## config.mk

```make
export PLATFORM = sky130hd
export DESIGN_NAME = hmbd_decode
export DESIGN_NICKNAME = d
export VERILOG_FILES = /design/src/design/hmbd_pkg.sv /design/src/design/hmbd_decode.sv
export SDC_FILE = /design/constraint.sdc
export NUM_CORES = 1
export LEC_CHECK = 0
export BUFFER_PORTS_ARGS = -buffer_cell sky130_fd_sc_hd__buf_2
export CAP_MARGIN = 25
export CORE_ASPECT_RATIO = 0.5
export CORE_MARGIN = 2
export CORE_UTILIZATION = 32
export DETAILED_ROUTE_END_ITERATION = 10
export GPL_ROUTABILITY_DRIVEN = 0
export PLACE_DENSITY_LB_ADDON = 0.08
export SYNTH_ARGS = -nofsm -noshare
export SYNTH_HDL_FRONTEND = slang
export SYNTH_SLANG_ARGS = --single-unit
```

## constraint.sdc

```tcl
create_clock -name vclk -period 2.8
set_input_delay 0.14 -clock vclk [all_inputs]
set_output_delay 0.14 -clock vclk [all_outputs]
set_load 0.01 [all_outputs]
```

## src/design/hmbd_pkg.sv

```systemverilog
package hmbd_pkg;

  // bus operation codes
  typedef enum logic [1:0] {
    OP_READ    = 2'd0,
    OP_WRITE   = 2'd1,
    OP_PRELOAD = 2'd2,
    OP_NONE    = 2'd3
  } op_t;

  // where an access is routed
  typedef enum logic [1:0] {
    TGT_INTERNAL = 2'd0,
    TGT_CART_ROM = 2'd1,
    TGT_CART_RAM = 2'd2,
    TGT_SPARE    = 2'd3
  } target_t;

  // sequencer states
  typedef enum logic {
    S_IDLE,
    S_EXEC
  } state_t;

  // memory map boundaries
  localparam logic [15:0] ADDR_BOOT_END  = 16'h00FF;
  localparam logic [15:0] ADDR_ROM_END   = 16'h7FFF;
  localparam logic [15:0] ADDR_VRAM_LO   = 16'h8000;
  localparam logic [15:0] ADDR_VRAM_HI   = 16'h9FFF;
  localparam logic [15:0] ADDR_CRAM_LO   = 16'hA000;
  localparam logic [15:0] ADDR_CRAM_HI   = 16'hBFFF;
  localparam logic [15:0] ADDR_ECHO_LO   = 16'hE000;
  localparam logic [15:0] ADDR_ECHO_HI   = 16'hFDFF;
  localparam logic [15:0] ADDR_OAM_LO    = 16'hFE00;
  localparam logic [15:0] ADDR_OAM_HI    = 16'hFEFF;
  localparam logic [15:0] ECHO_OFFSET    = 16'h2000;

  // hardware registers
  localparam logic [15:0] REG_JOYP = 16'hFF00;
  localparam logic [15:0] REG_SC   = 16'hFF02;
  localparam logic [15:0] REG_DIV  = 16'hFF04;
  localparam logic [15:0] REG_TAC  = 16'hFF07;
  localparam logic [15:0] REG_IF   = 16'hFF0F;
  localparam logic [15:0] REG_NR14 = 16'hFF14;
  localparam logic [15:0] REG_NR24 = 16'hFF19;
  localparam logic [15:0] REG_NR34 = 16'hFF1E;
  localparam logic [15:0] REG_NR44 = 16'hFF23;
  localparam logic [15:0] REG_LCDC = 16'hFF40;
  localparam logic [15:0] REG_DMA  = 16'hFF46;
  localparam logic [15:0] REG_BOOT = 16'hFF50;
  localparam logic [15:0] REG_IE   = 16'hFFFF;

  // register bit masks
  localparam logic [7:0] SC_FIXED    = 8'h7C;
  localparam logic [7:0] SC_MASK     = 8'h81;
  localparam logic [7:0] TAC_FIXED   = 8'hF8;
  localparam logic [7:0] TAC_MASK    = 8'h07;
  localparam logic [7:0] IRQ_KEEP    = 8'hE0;
  localparam logic [7:0] IRQ_MASK    = 8'h1F;
  localparam logic [7:0] JOYP_SEL    = 8'h30;
  localparam logic [7:0] JOYP_KEEP   = 8'hC0;
  localparam logic [7:0] NRX4_UNUSED = 8'h38;
  localparam logic [7:0] BYTE_ONES   = 8'hFF;

  // audio channel numbers
  localparam logic [2:0] CH_NONE = 3'd0;
  localparam logic [2:0] CH_1    = 3'd1;
  localparam logic [2:0] CH_2    = 3'd2;
  localparam logic [2:0] CH_3    = 3'd3;
  localparam logic [2:0] CH_4    = 3'd4;

  // one bus request
  typedef struct packed {
    op_t         op;
    logic [15:0] address;
    logic [7:0]  data;
    logic        vram_busy;
    logic        oam_busy;
    logic [3:0]  pad_directions;
    logic [3:0]  pad_actions;
  } req_t;

  // one answer
  typedef struct packed {
    logic       video_reset;
    logic       divider_reset;
    logic [7:0] dma_page;
    logic       dma_start;
    logic       audio_length_enable;
    logic       audio_trigger;
    logic [2:0] audio_channel;
    logic [7:0] read_data;
  } result_t;

  // store write port
  typedef struct packed {
    logic        en;
    logic [15:0] addr;
    logic [7:0]  data;
  } wr_t;

endpackage

```

## src/design/hmbd_decode.sv

```systemverilog
module hmbd_decode (
  input  hmbd_pkg::req_t     req,
  input  logic [7:0]         old_byte,
  input  logic [7:0]         boot,
  output hmbd_pkg::result_t  res,
  output hmbd_pkg::target_t  target,
  output hmbd_pkg::wr_t      wr,
  output logic               boot_we,
  output logic [7:0]         boot_data
);
  import hmbd_pkg::*;

  logic [15:0] a;
  logic [7:0]  v;
  logic        in_vram;
  logic        in_cram;
  logic        in_echo;
  logic        in_oam;
  logic        in_boot;
  logic [3:0]  pad_lo;

  assign a = req.address;
  assign v = req.data;

  // region tests
  assign in_vram = (a >= ADDR_VRAM_LO) && (a <= ADDR_VRAM_HI);
  assign in_cram = (a >= ADDR_CRAM_LO) && (a <= ADDR_CRAM_HI);
  assign in_echo = (a >= ADDR_ECHO_LO) && (a <= ADDR_ECHO_HI);
  assign in_oam  = (a >= ADDR_OAM_LO) && (a <= ADDR_OAM_HI);
  assign in_boot = !boot[0] && (a <= ADDR_BOOT_END);

  // joypad nibble selected by the written select bits
  always_comb begin
    priority if (!v[4]) begin
      pad_lo = req.pad_directions;
    end else if (!v[5]) begin
      pad_lo = req.pad_actions;
    end else begin
      pad_lo = 4'hF;
    end
  end

  // read and write rules
  always_comb begin
    res       = '0;
    target    = TGT_INTERNAL;
    wr.en     = 1'b0;
    wr.addr   = a;
    wr.data   = v;
    boot_we   = 1'b0;
    boot_data = v;
    unique case (req.op)
      OP_READ: begin
        priority if (in_boot) begin
          res.read_data = old_byte;
        end else if (a <= ADDR_ROM_END) begin
          target = TGT_CART_ROM;
        end else if (in_cram) begin
          target = TGT_CART_RAM;
        end else if (in_vram) begin
          res.read_data = req.vram_busy ? BYTE_ONES : old_byte;
        end else if (in_echo) begin
          res.read_data = old_byte;
        end else if (in_oam) begin
          res.read_data = req.oam_busy ? BYTE_ONES : old_byte;
        end else if (a == REG_JOYP) begin
          res.read_data = ((old_byte & JOYP_SEL) == JOYP_SEL) ? (old_byte | 8'h0F) : old_byte;
        end else if (a == REG_BOOT) begin
          res.read_data = boot;
        end else begin
          res.read_data = old_byte;
        end
      end
      OP_PRELOAD: begin
        if (a == REG_BOOT) begin
          boot_we = 1'b1;
        end else begin
          wr.en = 1'b1;
        end
      end
      OP_WRITE: begin
        priority if (a <= ADDR_ROM_END) begin
          target = TGT_CART_ROM;
        end else if (in_vram) begin
          wr.en = !req.vram_busy;
        end else if (in_cram) begin
          target = TGT_CART_RAM;
        end else if (in_echo) begin
          wr.en   = 1'b1;
          wr.addr = a - ECHO_OFFSET;
        end else if (in_oam) begin
          wr.en = !req.oam_busy;
        end else if (a == REG_JOYP) begin
          wr.en   = 1'b1;
          wr.data = {4'h0, pad_lo} | (v & JOYP_SEL) | (old_byte & JOYP_KEEP);
        end else if (a == REG_SC) begin
          wr.en   = 1'b1;
          wr.data = SC_FIXED | (v & SC_MASK);
        end else if (a == REG_DIV) begin
          wr.en             = 1'b1;
          wr.data           = '0;
          res.divider_reset = 1'b1;
        end else if (a == REG_TAC) begin
          wr.en   = 1'b1;
          wr.data = TAC_FIXED | (v & TAC_MASK);
        end else if (a == REG_IF || a == REG_IE) begin
          wr.en   = 1'b1;
          wr.data = (old_byte & IRQ_KEEP) | (v & IRQ_MASK);
        end else if (a == REG_NR14 || a == REG_NR24 || a == REG_NR34 || a == REG_NR44) begin
          wr.en                   = 1'b1;
          wr.data                 = v & ~NRX4_UNUSED;
          res.audio_trigger       = v[7];
          res.audio_length_enable = v[6];
          priority if (a == REG_NR14) begin
            res.audio_channel = CH_1;
          end else if (a == REG_NR24) begin
            res.audio_channel = CH_2;
          end else if (a == REG_NR34) begin
            res.audio_channel = CH_3;
          end else begin
            res.audio_channel = CH_4;
          end
        end else if (a == REG_LCDC) begin
          wr.en           = 1'b1;
          res.video_reset = !v[7];
        end else if (a == REG_DMA) begin
          res.dma_start = 1'b1;
          res.dma_page  = v;
        end else if (a == REG_BOOT) begin
          boot_we = !boot[0];
        end else begin
          wr.en = 1'b1;
        end
      end
      default: begin
        res = '0;
      end
    endcase
  end

endmodule

```

==> flow_metrics.env, run 1 <==
export IMPL_run_status="finished, final reports clean"
export IMPL_clockPowerShare_pct=0
export IMPL_cts_resized=0
export IMPL_timing_final_crit_share_pct=90.4
export IMPL_synth_fp_nets=320
export IMPL_fin_tns_setup_ns=0
export IMPL_track_usage_pct=20.7
export IMPL_num_antenna_cells=0
export IMPL_clock_buffer_count=0
export IMPL_timing_hold_violations_final=0
export IMPL_core_region_area_um2=4910
export IMPL_min_delay_path_class="in -> out"
export IMPL_timing_setup_critical_path_class="in -> out"
export IMPL_regArea_um2=0
export IMPL_cts_hold_fix_buffers=0
export IMPL_worstPathRequired_ns=2.66
export IMPL_route_detailed_drc=0
export IMPL_num_io_pins=112
export IMPL_yosys_area_top_type="buf_4"
export IMPL_ant_nets=0
export IMPL_sequential_cell_total=0
export IMPL_total_power_uw=211
export IMPL_cts_setup_buffers=0
export IMPL_drt_pass1_iter_count=4
export IMPL_p_int_uw=85.9
export IMPL_ys_warn_count=0
export IMPL_synth_top_cells_by_area="buf_4 (9.7%), ha_1 (4.6%), a21oi_1 (4.3%), nand3_1 (4.3%), nor4_1 (4.2%)"
export IMPL_layout_drive_gt1_share_pct=37.3
export IMPL_synth_seq_area_share_pct=0
export IMPL_slowest_stage="or4_4"
export IMPL_post_route_minimum_period_ns=2.53
export IMPL_max_slew_margin_pct=43.0
export IMPL_slew_viol_final=0
export IMPL_grt_pass1_wl_um=9680
export IMPL_power_switching_share_pct=59.2
export IMPL_netlist_cell_type_count=57
export IMPL_critPathMaxStageDelay_ns=0.62
export IMPL_setup_violations_final=0
export IMPL_totalWireLength_um=6330
export IMPL_worstPathMaxFanout=11
export IMPL_powerDensity_nw_per_um2=100
export IMPL_synth_area_um2=1630
export IMPL_final_nets=403
export IMPL_die_h_um=54.4
export IMPL_detailroute_via_count=2361
export IMPL_vdd_ir_drop_worst_mv=0.0428
export IMPL_hold_path_depth=2
export IMPL_worst_ep_arrival_time_ns=2.39
export IMPL_first_global_vias=1923
export IMPL_crit_path_frequent_cell="buf_2"
export IMPL_combinational_share_of_power_pct=100.0
export IMPL_detailed_place_hpwl_um=5160
export IMPL_share_seq_of_total_power_pct=0
export IMPL_die_area_um2=5700
export IMPL_place_worst_setup_slack_ns=0.296
export IMPL_setup_slack_ns=0.269
export IMPL_maximum_number_of_pins_on_one_net_before_global_route_repair=20
export IMPL_cap_violations=0
export IMPL_startpoint_type="input port"
export IMPL_total_switching_power_uw=125
export IMPL_crit_path_cell_trace="buf_2 -> or3_1 -> or4_4 -> o31ai_4 -> nor2_2 -> a22o_1 -> buf_2"
export IMPL_netlist_top_cells_count="buf_4 (21), nand2_1 (18), nor2_1 (18), clkbuf_1 (15)"
export IMPL_die_width_um=105
export IMPL_syn_instance_count=262
export IMPL_synth_largest_type_area_fraction_pct=9.70
export IMPL_detailed_router_s_first_iteration_violation_count=98
export IMPL_critical_path_sink_type="primary output"
export IMPL_layout_filler_cells=575
export IMPL_initial_utilization_pct=33.1
export IMPL_post_syn_area_per_cell_um2=6.20
export IMPL_unrepaired_setup_endpoints_after_global_routing="false"
export IMPL_yosysMostFrequentCell="buf_4"
export IMPL_antenna_violations_before_repair=0
export IMPL_buffer_ports_inserted=112
export IMPL_floorplan_rows=18
export IMPL_power_leakage_uw=0.000975
export IMPL_worst_slew_pin_transition_ns=0.846
export IMPL_fmaxAchievable_mhz=395
export IMPL_syn2layout_area_growth_pct=29.1
export IMPL_drt_vias_per_instance=5.72
export IMPL_wl_per_cell_um=15.3
export IMPL_grt_overflow_total=0
logic make-up after synthesis:
| group | synth area share, % |
|---|---|
| AND/OR/NAND/NOR | 45.1 |
| adder cells (fa/ha/maj) | 4.62 |
| buffers and inverters | 16.8 |
| AO/OA/AOI/OAI | 32.4 |
| XOR/XNOR | 1.08 |
cell type report:
class                           instances  area [um2]  area share [%]
Timing Repair Buffer                  120         621            29.6
Inverter                               10        37.5            1.79
Tap cell                               70        87.6            4.17
Multi-Input combinational cell        213        1350            64.5
metrics by stage:
stage,cells,utilization (%),area (um2),hold WS (ns)
3_3_place_gp,413,42.7,2100,0.496
4_1_cts,413,42.7,2100,0.494
6_report,413,42.7,2100,0.494
2_1_floorplan,262,-,1630,0.372
3_5_place_dp,413,42.7,2100,0.494
5_1_grt,413,42.7,2100,0.505
worst paths after layout:
path                    start            to
worst max-delay path  req[24]         wr[7]
worst min-delay path  req[11]  boot_data[1]
critical path: cells and delay by family:
family | cells | cell delay (ns)
AOI/OAI and AO/OA | 2 | 0.69
buffers and inverters | 2 | 0.29
and+or+nand+nor | 3 | 1.26
cell usage in the layout (no fill, tap or decap), types with 6 or more instances in the layout:
| cell | n |
|---|---|
| a211oi_1 | 7 |
| a21oi_1 | 14 |
| a31oi_1 | 9 |
| and2_1 | 8 |
| and3_1 | 7 |
| buf_2 | 112 |
| buf_4 | 8 |
| ha_1 | 6 |
| inv_1 | 10 |
| nand2_1 | 18 |
| nand2b_1 | 7 |
| nand3_1 | 14 |
| nand4_1 | 7 |
| nor2_1 | 18 |
| nor3_1 | 8 |
| nor4_1 | 11 |
| o21ai_0 | 13 |
| o22ai_1 | 6 |
per-layer routing:
metal / wire length, um / global-route usage (%) / vias to the layer above / share of wire (%)
li1: - / - / 1149 / -
met1: 2990 / 30.4 / 1081 / 47
met2: 2730 / 34.5 / 131 / 43
met3: 607 / 2.38 / 0 / 9.6
met4: 0 / 0.667 / 0 / 0
met5: 0 / 0 / - / 0
power by group through the flow:
stage / sequential (uW) / clock, uW / combinational [uW]
after floorplan: 0 / 0 / 134
after global placement: 0 / 0 / 207
after detailed placement: 0 / 0 / 210
after CTS: 0 / 0 / 211
after global routing: 0 / 0 / 234
final: 0 / 0 / 211
Power figures use the tool's default switching activity.
==> run 2: changes to the inputs <==
--- a/config.mk
+++ b/config.mk
@@ -7,9 +7,11 @@
 export LEC_CHECK = 0
 export BUFFER_PORTS_ARGS = -buffer_cell sky130_fd_sc_hd__buf_2
 export CAP_MARGIN = 25
+export CELL_PAD_IN_SITES_DETAIL_PLACEMENT = 1
+export CELL_PAD_IN_SITES_GLOBAL_PLACEMENT = 1
 export CORE_ASPECT_RATIO = 0.5
 export CORE_MARGIN = 2
-export CORE_UTILIZATION = 32
+export CORE_UTILIZATION = 30
 export DETAILED_ROUTE_END_ITERATION = 10
 export GPL_ROUTABILITY_DRIVEN = 0
 export PLACE_DENSITY_LB_ADDON = 0.08
==> constraint.sdc (replaced) <==
create_clock -name vclk -period 3
set_input_delay 0.15 -clock vclk [all_inputs]
set_output_delay 0.15 -clock vclk [all_outputs]
set_load 0.01 [all_outputs]
==> run 2 against run 1 <==
Compared with the run above: critical path depth unchanged; combinational power down 4%; wire length up 14%; design area down 0.72%; count of clock-buffer cells in the layout unchanged; core utilization down 1.6 points; worst setup slack better by 0.086 ns; largest cell class unchanged; largest power group unchanged.
==> flow_metrics.env, run 2 (synthesized netlist as in run 1, its figures left out) <==
export IMPL_run_status="finished, final reports clean"
export IMPL_critical_path_n_buffers_inverters=2
export IMPL_route_detailed_drc=0
export IMPL_timing_final_crit_share_pct=88.2
export IMPL_detailed_router_s_first_iteration_violation_count=104
export IMPL_powerDensity_nw_per_um2=96.8
export IMPL_power_switching_share_pct=60.6
export IMPL_num_antenna_cells=0
export IMPL_num_io_pins=112
export IMPL_detailed_place_hpwl_um=5900
export IMPL_worstPathRequired_ns=2.85
export IMPL_ant_nets=0
export IMPL_total_switching_power_uw=122
export IMPL_place_worst_setup_slack_ns=0.419
export IMPL_drt_vias_per_instance=5.81
export IMPL_timing_hold_violations_final=0
export IMPL_clock_buffer_count=0
export IMPL_min_delay_path_class="in -> out"
export IMPL_regArea_um2=0
export IMPL_setup_worst_path_start="req[20]"
export IMPL_timing_setup_critical_path_class="in -> out"
export IMPL_track_usage_pct=22.1
export IMPL_worstPathMaxFanout=20
export IMPL_path_delay_family="simple AND/OR/NAND/NOR gates"
export IMPL_clockPowerShare_pct=0
export IMPL_floorplan_rows=18
export IMPL_unrepaired_setup_endpoints_after_global_routing="false"
export IMPL_layout_drive_gt1_share_pct=37.0
export IMPL_antenna_violations_before_repair=0
export IMPL_wl_per_cell_um=17.6
export IMPL_crit_path_end="res[4]"
export IMPL_total_power_uw=202
export IMPL_share_seq_of_total_power_pct=0
export IMPL_initial_utilization_pct=32.1
export IMPL_core_region_area_um2=5070
export IMPL_mostFrequentLayoutCell="buf_2"
export IMPL_power_leakage_uw=0.000964
export IMPL_layout_filler_cells=704
export IMPL_crit_cells=7
export IMPL_cts_hold_fix_buffers=0
export IMPL_slowest_stage="or4_4"
export IMPL_startpoint_type="input port"
export IMPL_vdd_ir_drop_worst_mv=0.0604
export IMPL_crit_path_frequent_cell="buf_2"
export IMPL_detailroute_via_count=2386
export IMPL_die_area_um2=6060
export IMPL_drt_pass1_iter_count=4
export IMPL_slew_viol_final=0
export IMPL_critical_path_sink_type="primary output"
export IMPL_worst_ep_arrival_time_ns=2.50
export IMPL_layout_common_cells="buf_2 (112), nand2_1 (18), nor2_1 (18)"
export IMPL_syn2layout_area_growth_pct=28.2
export IMPL_sequential_cell_total=0
export IMPL_setup_slack_ns=0.355
export IMPL_maximum_number_of_pins_on_one_net_before_global_route_repair=21
export IMPL_critPathMaxStageDelay_ns=0.63
export IMPL_max_slew_margin_pct=48.7
export IMPL_grt_pass1_wl_um=11000
export IMPL_worst_slew_pin_transition_ns=0.761
export IMPL_multiInputGateArea_um2=1350
export IMPL_final_nets=401
export IMPL_die_width_um=108
export IMPL_cap_violations=0
export IMPL_crit_path_cell_trace="buf_2 -> or3_1 -> or4_4 -> o211ai_1 -> o21ai_0 -> a211oi_1 -> buf_2"
export IMPL_fin_tns_setup_ns=0
export IMPL_buffer_ports_inserted=112
export IMPL_fmaxAchievable_mhz=378
export IMPL_post_route_minimum_period_ns=2.65
export IMPL_die_h_um=56.0
export IMPL_cts_resized=0
export IMPL_cts_setup_buffers=0
export IMPL_first_global_vias=2184
export IMPL_setup_violations_final=0
export IMPL_grt_overflow_total=0
export IMPL_p_int_uw=79.4
export IMPL_combinational_share_of_power_pct=100.0
export IMPL_totalWireLength_um=7240
run 2: cell type report:
class              instances  share of cell area, %
multi-input cells        213                   64.9
well taps                 70                   4.20
inverters                 10                   1.80
repair buffers           118                   29.1
run 2: power by group through the flow:
stage | clock network (uW) | logic [uW] | registers (uW)
after floorplan | 0 | 125 | 0
after global placement | 0 | 195 | 0
after detailed placement | 0 | 200 | 0
after CTS | 0 | 201 | 0
after global routing | 0 | 222 | 0
final | 0 | 202 | 0
run 2: worst min-delay path by stage:
stage / startpoint / endpoint / slack [ns] / cells after the start
detailed placement: req[13] / boot_data[3] / 0.52 / 2
CTS: req[13] / boot_data[3] / 0.52 / 2
floorplan: req[10] / boot_data[0] / 0.39 / 1
finish: req[13] / boot_data[3] / 0.52 / 2
global placement: req[27] / wr[17] / 0.52 / 2
global route: req[12] / boot_data[2] / 0.53 / 2
run 2: routing by layer:
metal	global-route usage [%]	wire [um]	part of all wire, %	vias to the layer above
li1	-	-	-	1138
met4	0	12	0.17	0
met3	1.17	463	6.4	2
met1	32.8	3530	49	1155
met2	37.1	3240	45	91
met5	0	0	0	-
run 2: through the flow:
step                      utilization, %  instance area (um2)  instances  hold slack (ns)
after CTS                           41.1                 2080        411            0.521
after global routing                41.1                 2080        411            0.535
final                               41.1                 2080        411            0.516
after detailed placement            41.1                 2080        411            0.521
after floorplan                        -                 1630        262            0.392
after global placement              41.1                 2080        411            0.518
==> run 3: changes to the inputs <==
--- a/config.mk
+++ b/config.mk
@@ -7,7 +7,7 @@
 export LEC_CHECK = 0
 export BUFFER_PORTS_ARGS = -buffer_cell sky130_fd_sc_hd__buf_2
 export CAP_MARGIN = 25
-export CELL_PAD_IN_SITES_DETAIL_PLACEMENT = 1
+export CELL_PAD_IN_SITES_DETAIL_PLACEMENT = 0
 export CELL_PAD_IN_SITES_GLOBAL_PLACEMENT = 1
 export CORE_ASPECT_RATIO = 0.5
 export CORE_MARGIN = 2
==> constraint.sdc (replaced) <==
create_clock -name vclk -period 3
set_input_delay 0.6 -clock vclk [all_inputs]
set_output_delay 0.6 -clock vclk [all_outputs]
set_load 0.01 [all_outputs]
==> run 3 against run 2 <==
Compared with the run above: critical path type unchanged; the run now ends with setup timing left; via count rose by 4.3%; largest cell class unchanged; combinational power rose by 20%; wire length fell by 2.0%; critical endpoint is now wr[3]; first-iteration DRC count rose by 75%.
==> flow_metrics.env, run 3 (synthesized netlist as in run 1, its figures left out) <==
export IMPL_worstPathMaxFanout=6
export IMPL_regArea_um2=0
export IMPL_die_width_um=108
export IMPL_maximum_number_of_pins_on_one_net_before_global_route_repair=20
export IMPL_holdWs_ns=1.42
export IMPL_route_detailed_drc=0
export IMPL_clock_buffer_count=0
export IMPL_layout_drive_gt1_share_pct=51.8
export IMPL_cts_hold_fix_buffers=0
export IMPL_max_slew_margin_pct=68.0
export IMPL_place_worst_setup_slack_ns=-0.180
export IMPL_fmaxAchievable_mhz=323
export IMPL_slew_viol_final=0
export IMPL_fin_tns_setup_ns=-1.02
export IMPL_drt_vias_per_instance=5.53
export IMPL_power_leakage_uw=0.00120
export IMPL_timing_setup_critical_path_class="in -> out"
export IMPL_worst_ep_arrival_time_ns=2.50
export IMPL_die_h_um=56.0
export IMPL_worst_slew_pin_transition_ns=0.477
export IMPL_vdd_ir_drop_worst_mv=0.0561
export IMPL_post_route_minimum_period_ns=3.10
export IMPL_final_nets=440
export IMPL_num_antenna_cells=0
export IMPL_busiest_layer="met2"
export IMPL_post_place_cell_area_um2=2410
export IMPL_setup_violations_final=27
export IMPL_detailed_router_s_first_iteration_violation_count=182
export IMPL_powerDensity_nw_per_um2=93.3
export IMPL_grt_pass1_wl_um=10900
export IMPL_crit_path_end="wr[3]"
export IMPL_setup_slack_ns=-0.0958
export IMPL_final_cell_area_um2=2610
export IMPL_track_usage_pct=21.7
export IMPL_detailed_place_hpwl_um=5660
export IMPL_critical_path_sink_type="primary output"
export IMPL_layout_core_utilization_pct=51.5
export IMPL_setup_worst_path_start="req[21]"
export IMPL_mostFrequentLayoutCell="buf_2"
export IMPL_initial_utilization_pct=32.1
export IMPL_syn2layout_area_growth_pct=60.5
export IMPL_timing_hold_violations_final=0
export IMPL_layout_common_cells="buf_2 (110), buf_4 (42), nand2_1 (18)"
export IMPL_failed_checks="setup timing"
export IMPL_buffer_ports_inserted=112
export IMPL_worstPathRequired_ns=2.40
export IMPL_first_global_vias=2213
export IMPL_wl_per_cell_um=15.8
export IMPL_timing_final_crit_share_pct=103
export IMPL_num_io_pins=112
export IMPL_cap_violations=0
export IMPL_detailroute_via_count=2488
export IMPL_floorplan_rows=18
export IMPL_gr_usage_met3_pct=1.41
export IMPL_totalWireLength_um=7100
export IMPL_grtUsageMet2_pct=34.9
export IMPL_global_route_usage_met1_pct=33.1
export IMPL_min_delay_path_class="in -> out"
export IMPL_unrepaired_setup_endpoints_after_global_routing="true"
export IMPL_drt_pass1_iter_count=5
export IMPL_sequential_cell_total=0
export IMPL_die_area_um2=6060
export IMPL_core_region_area_um2=5070
export IMPL_startpoint_type="input port"
export IMPL_ant_nets=0
export IMPL_antenna_violations_before_repair=0
export IMPL_grt_overflow_total=0
export IMPL_run_status="finished with violations"
-- run 3: changes by cell type in the layout (fill, tap and decap cells not counted), sizes merged --
| cell | change |
|---|---|
| buf | +39 |
-- run 3: power by group --
group | switching [uW] | total, uW | leakage (uW) | internal, uW
logic | 135 | 243 | 0.00120 | 109
clock network | 0 | 0 | 0 | 0
registers | 0 | 0 | 0 | 0
total | 135 | 243 | 0.00120 | 109
-- run 3: layout make-up --
type                            instances  area, um2
Timing Repair Buffer                  157        940
Inverter                               10       37.5
Tap cell                               70       87.6
Multi-Input combinational cell        213       1540
Fill cell                             544       2460
-- run 3: worst min-delay path by stage --
stage	depth (start not counted)	slack, ns	from	endpoint
final	2	1.42	req[10]	boot_data[0]
after CTS	2	1.42	req[10]	boot_data[0]
after global placement	2	1.41	req[10]	boot_data[0]
after global routing	2	1.44	req[10]	boot_data[0]
after detailed placement	2	1.42	req[10]	boot_data[0]
after floorplan	1	1.29	req[10]	boot_data[0]
-- run 3: through the flow --
step	total power (uW)	std cells
floorplan	128	262
global placement	223	446
detailed placement	226	446
CTS	236	449
global route	265	450
finish	243	450
-- run 3: what timing repair did --
action                                  in CTS  in global routing
endpoints found under the hold margin        0                  0
cloned                                       0                  0
setup buffers                                3                  1
resized for setup                           23                 14
pin swaps                                   16                  9
endpoints found under the setup margin      34                 34
-- run 3: worst max-delay path, stage by stage --
cell,delay (ns)
buf_6,0.09
or3_4,0.39
or4_4,0.57
o31a_1,0.36
o211a_1,0.15
o22a_1,0.20
buf_2,0.14
-- run 3: metal layers --
layer / part of all wire (%) / wire (um) / vias to the layer above
met5: 0 / 0 / -
met4: 0.11 / 8 / 0
met3: 8.7 / 621 / 2
met2: 43 / 3080 / 116
met1: 48 / 3390 / 1141
li1: - / - / 1229
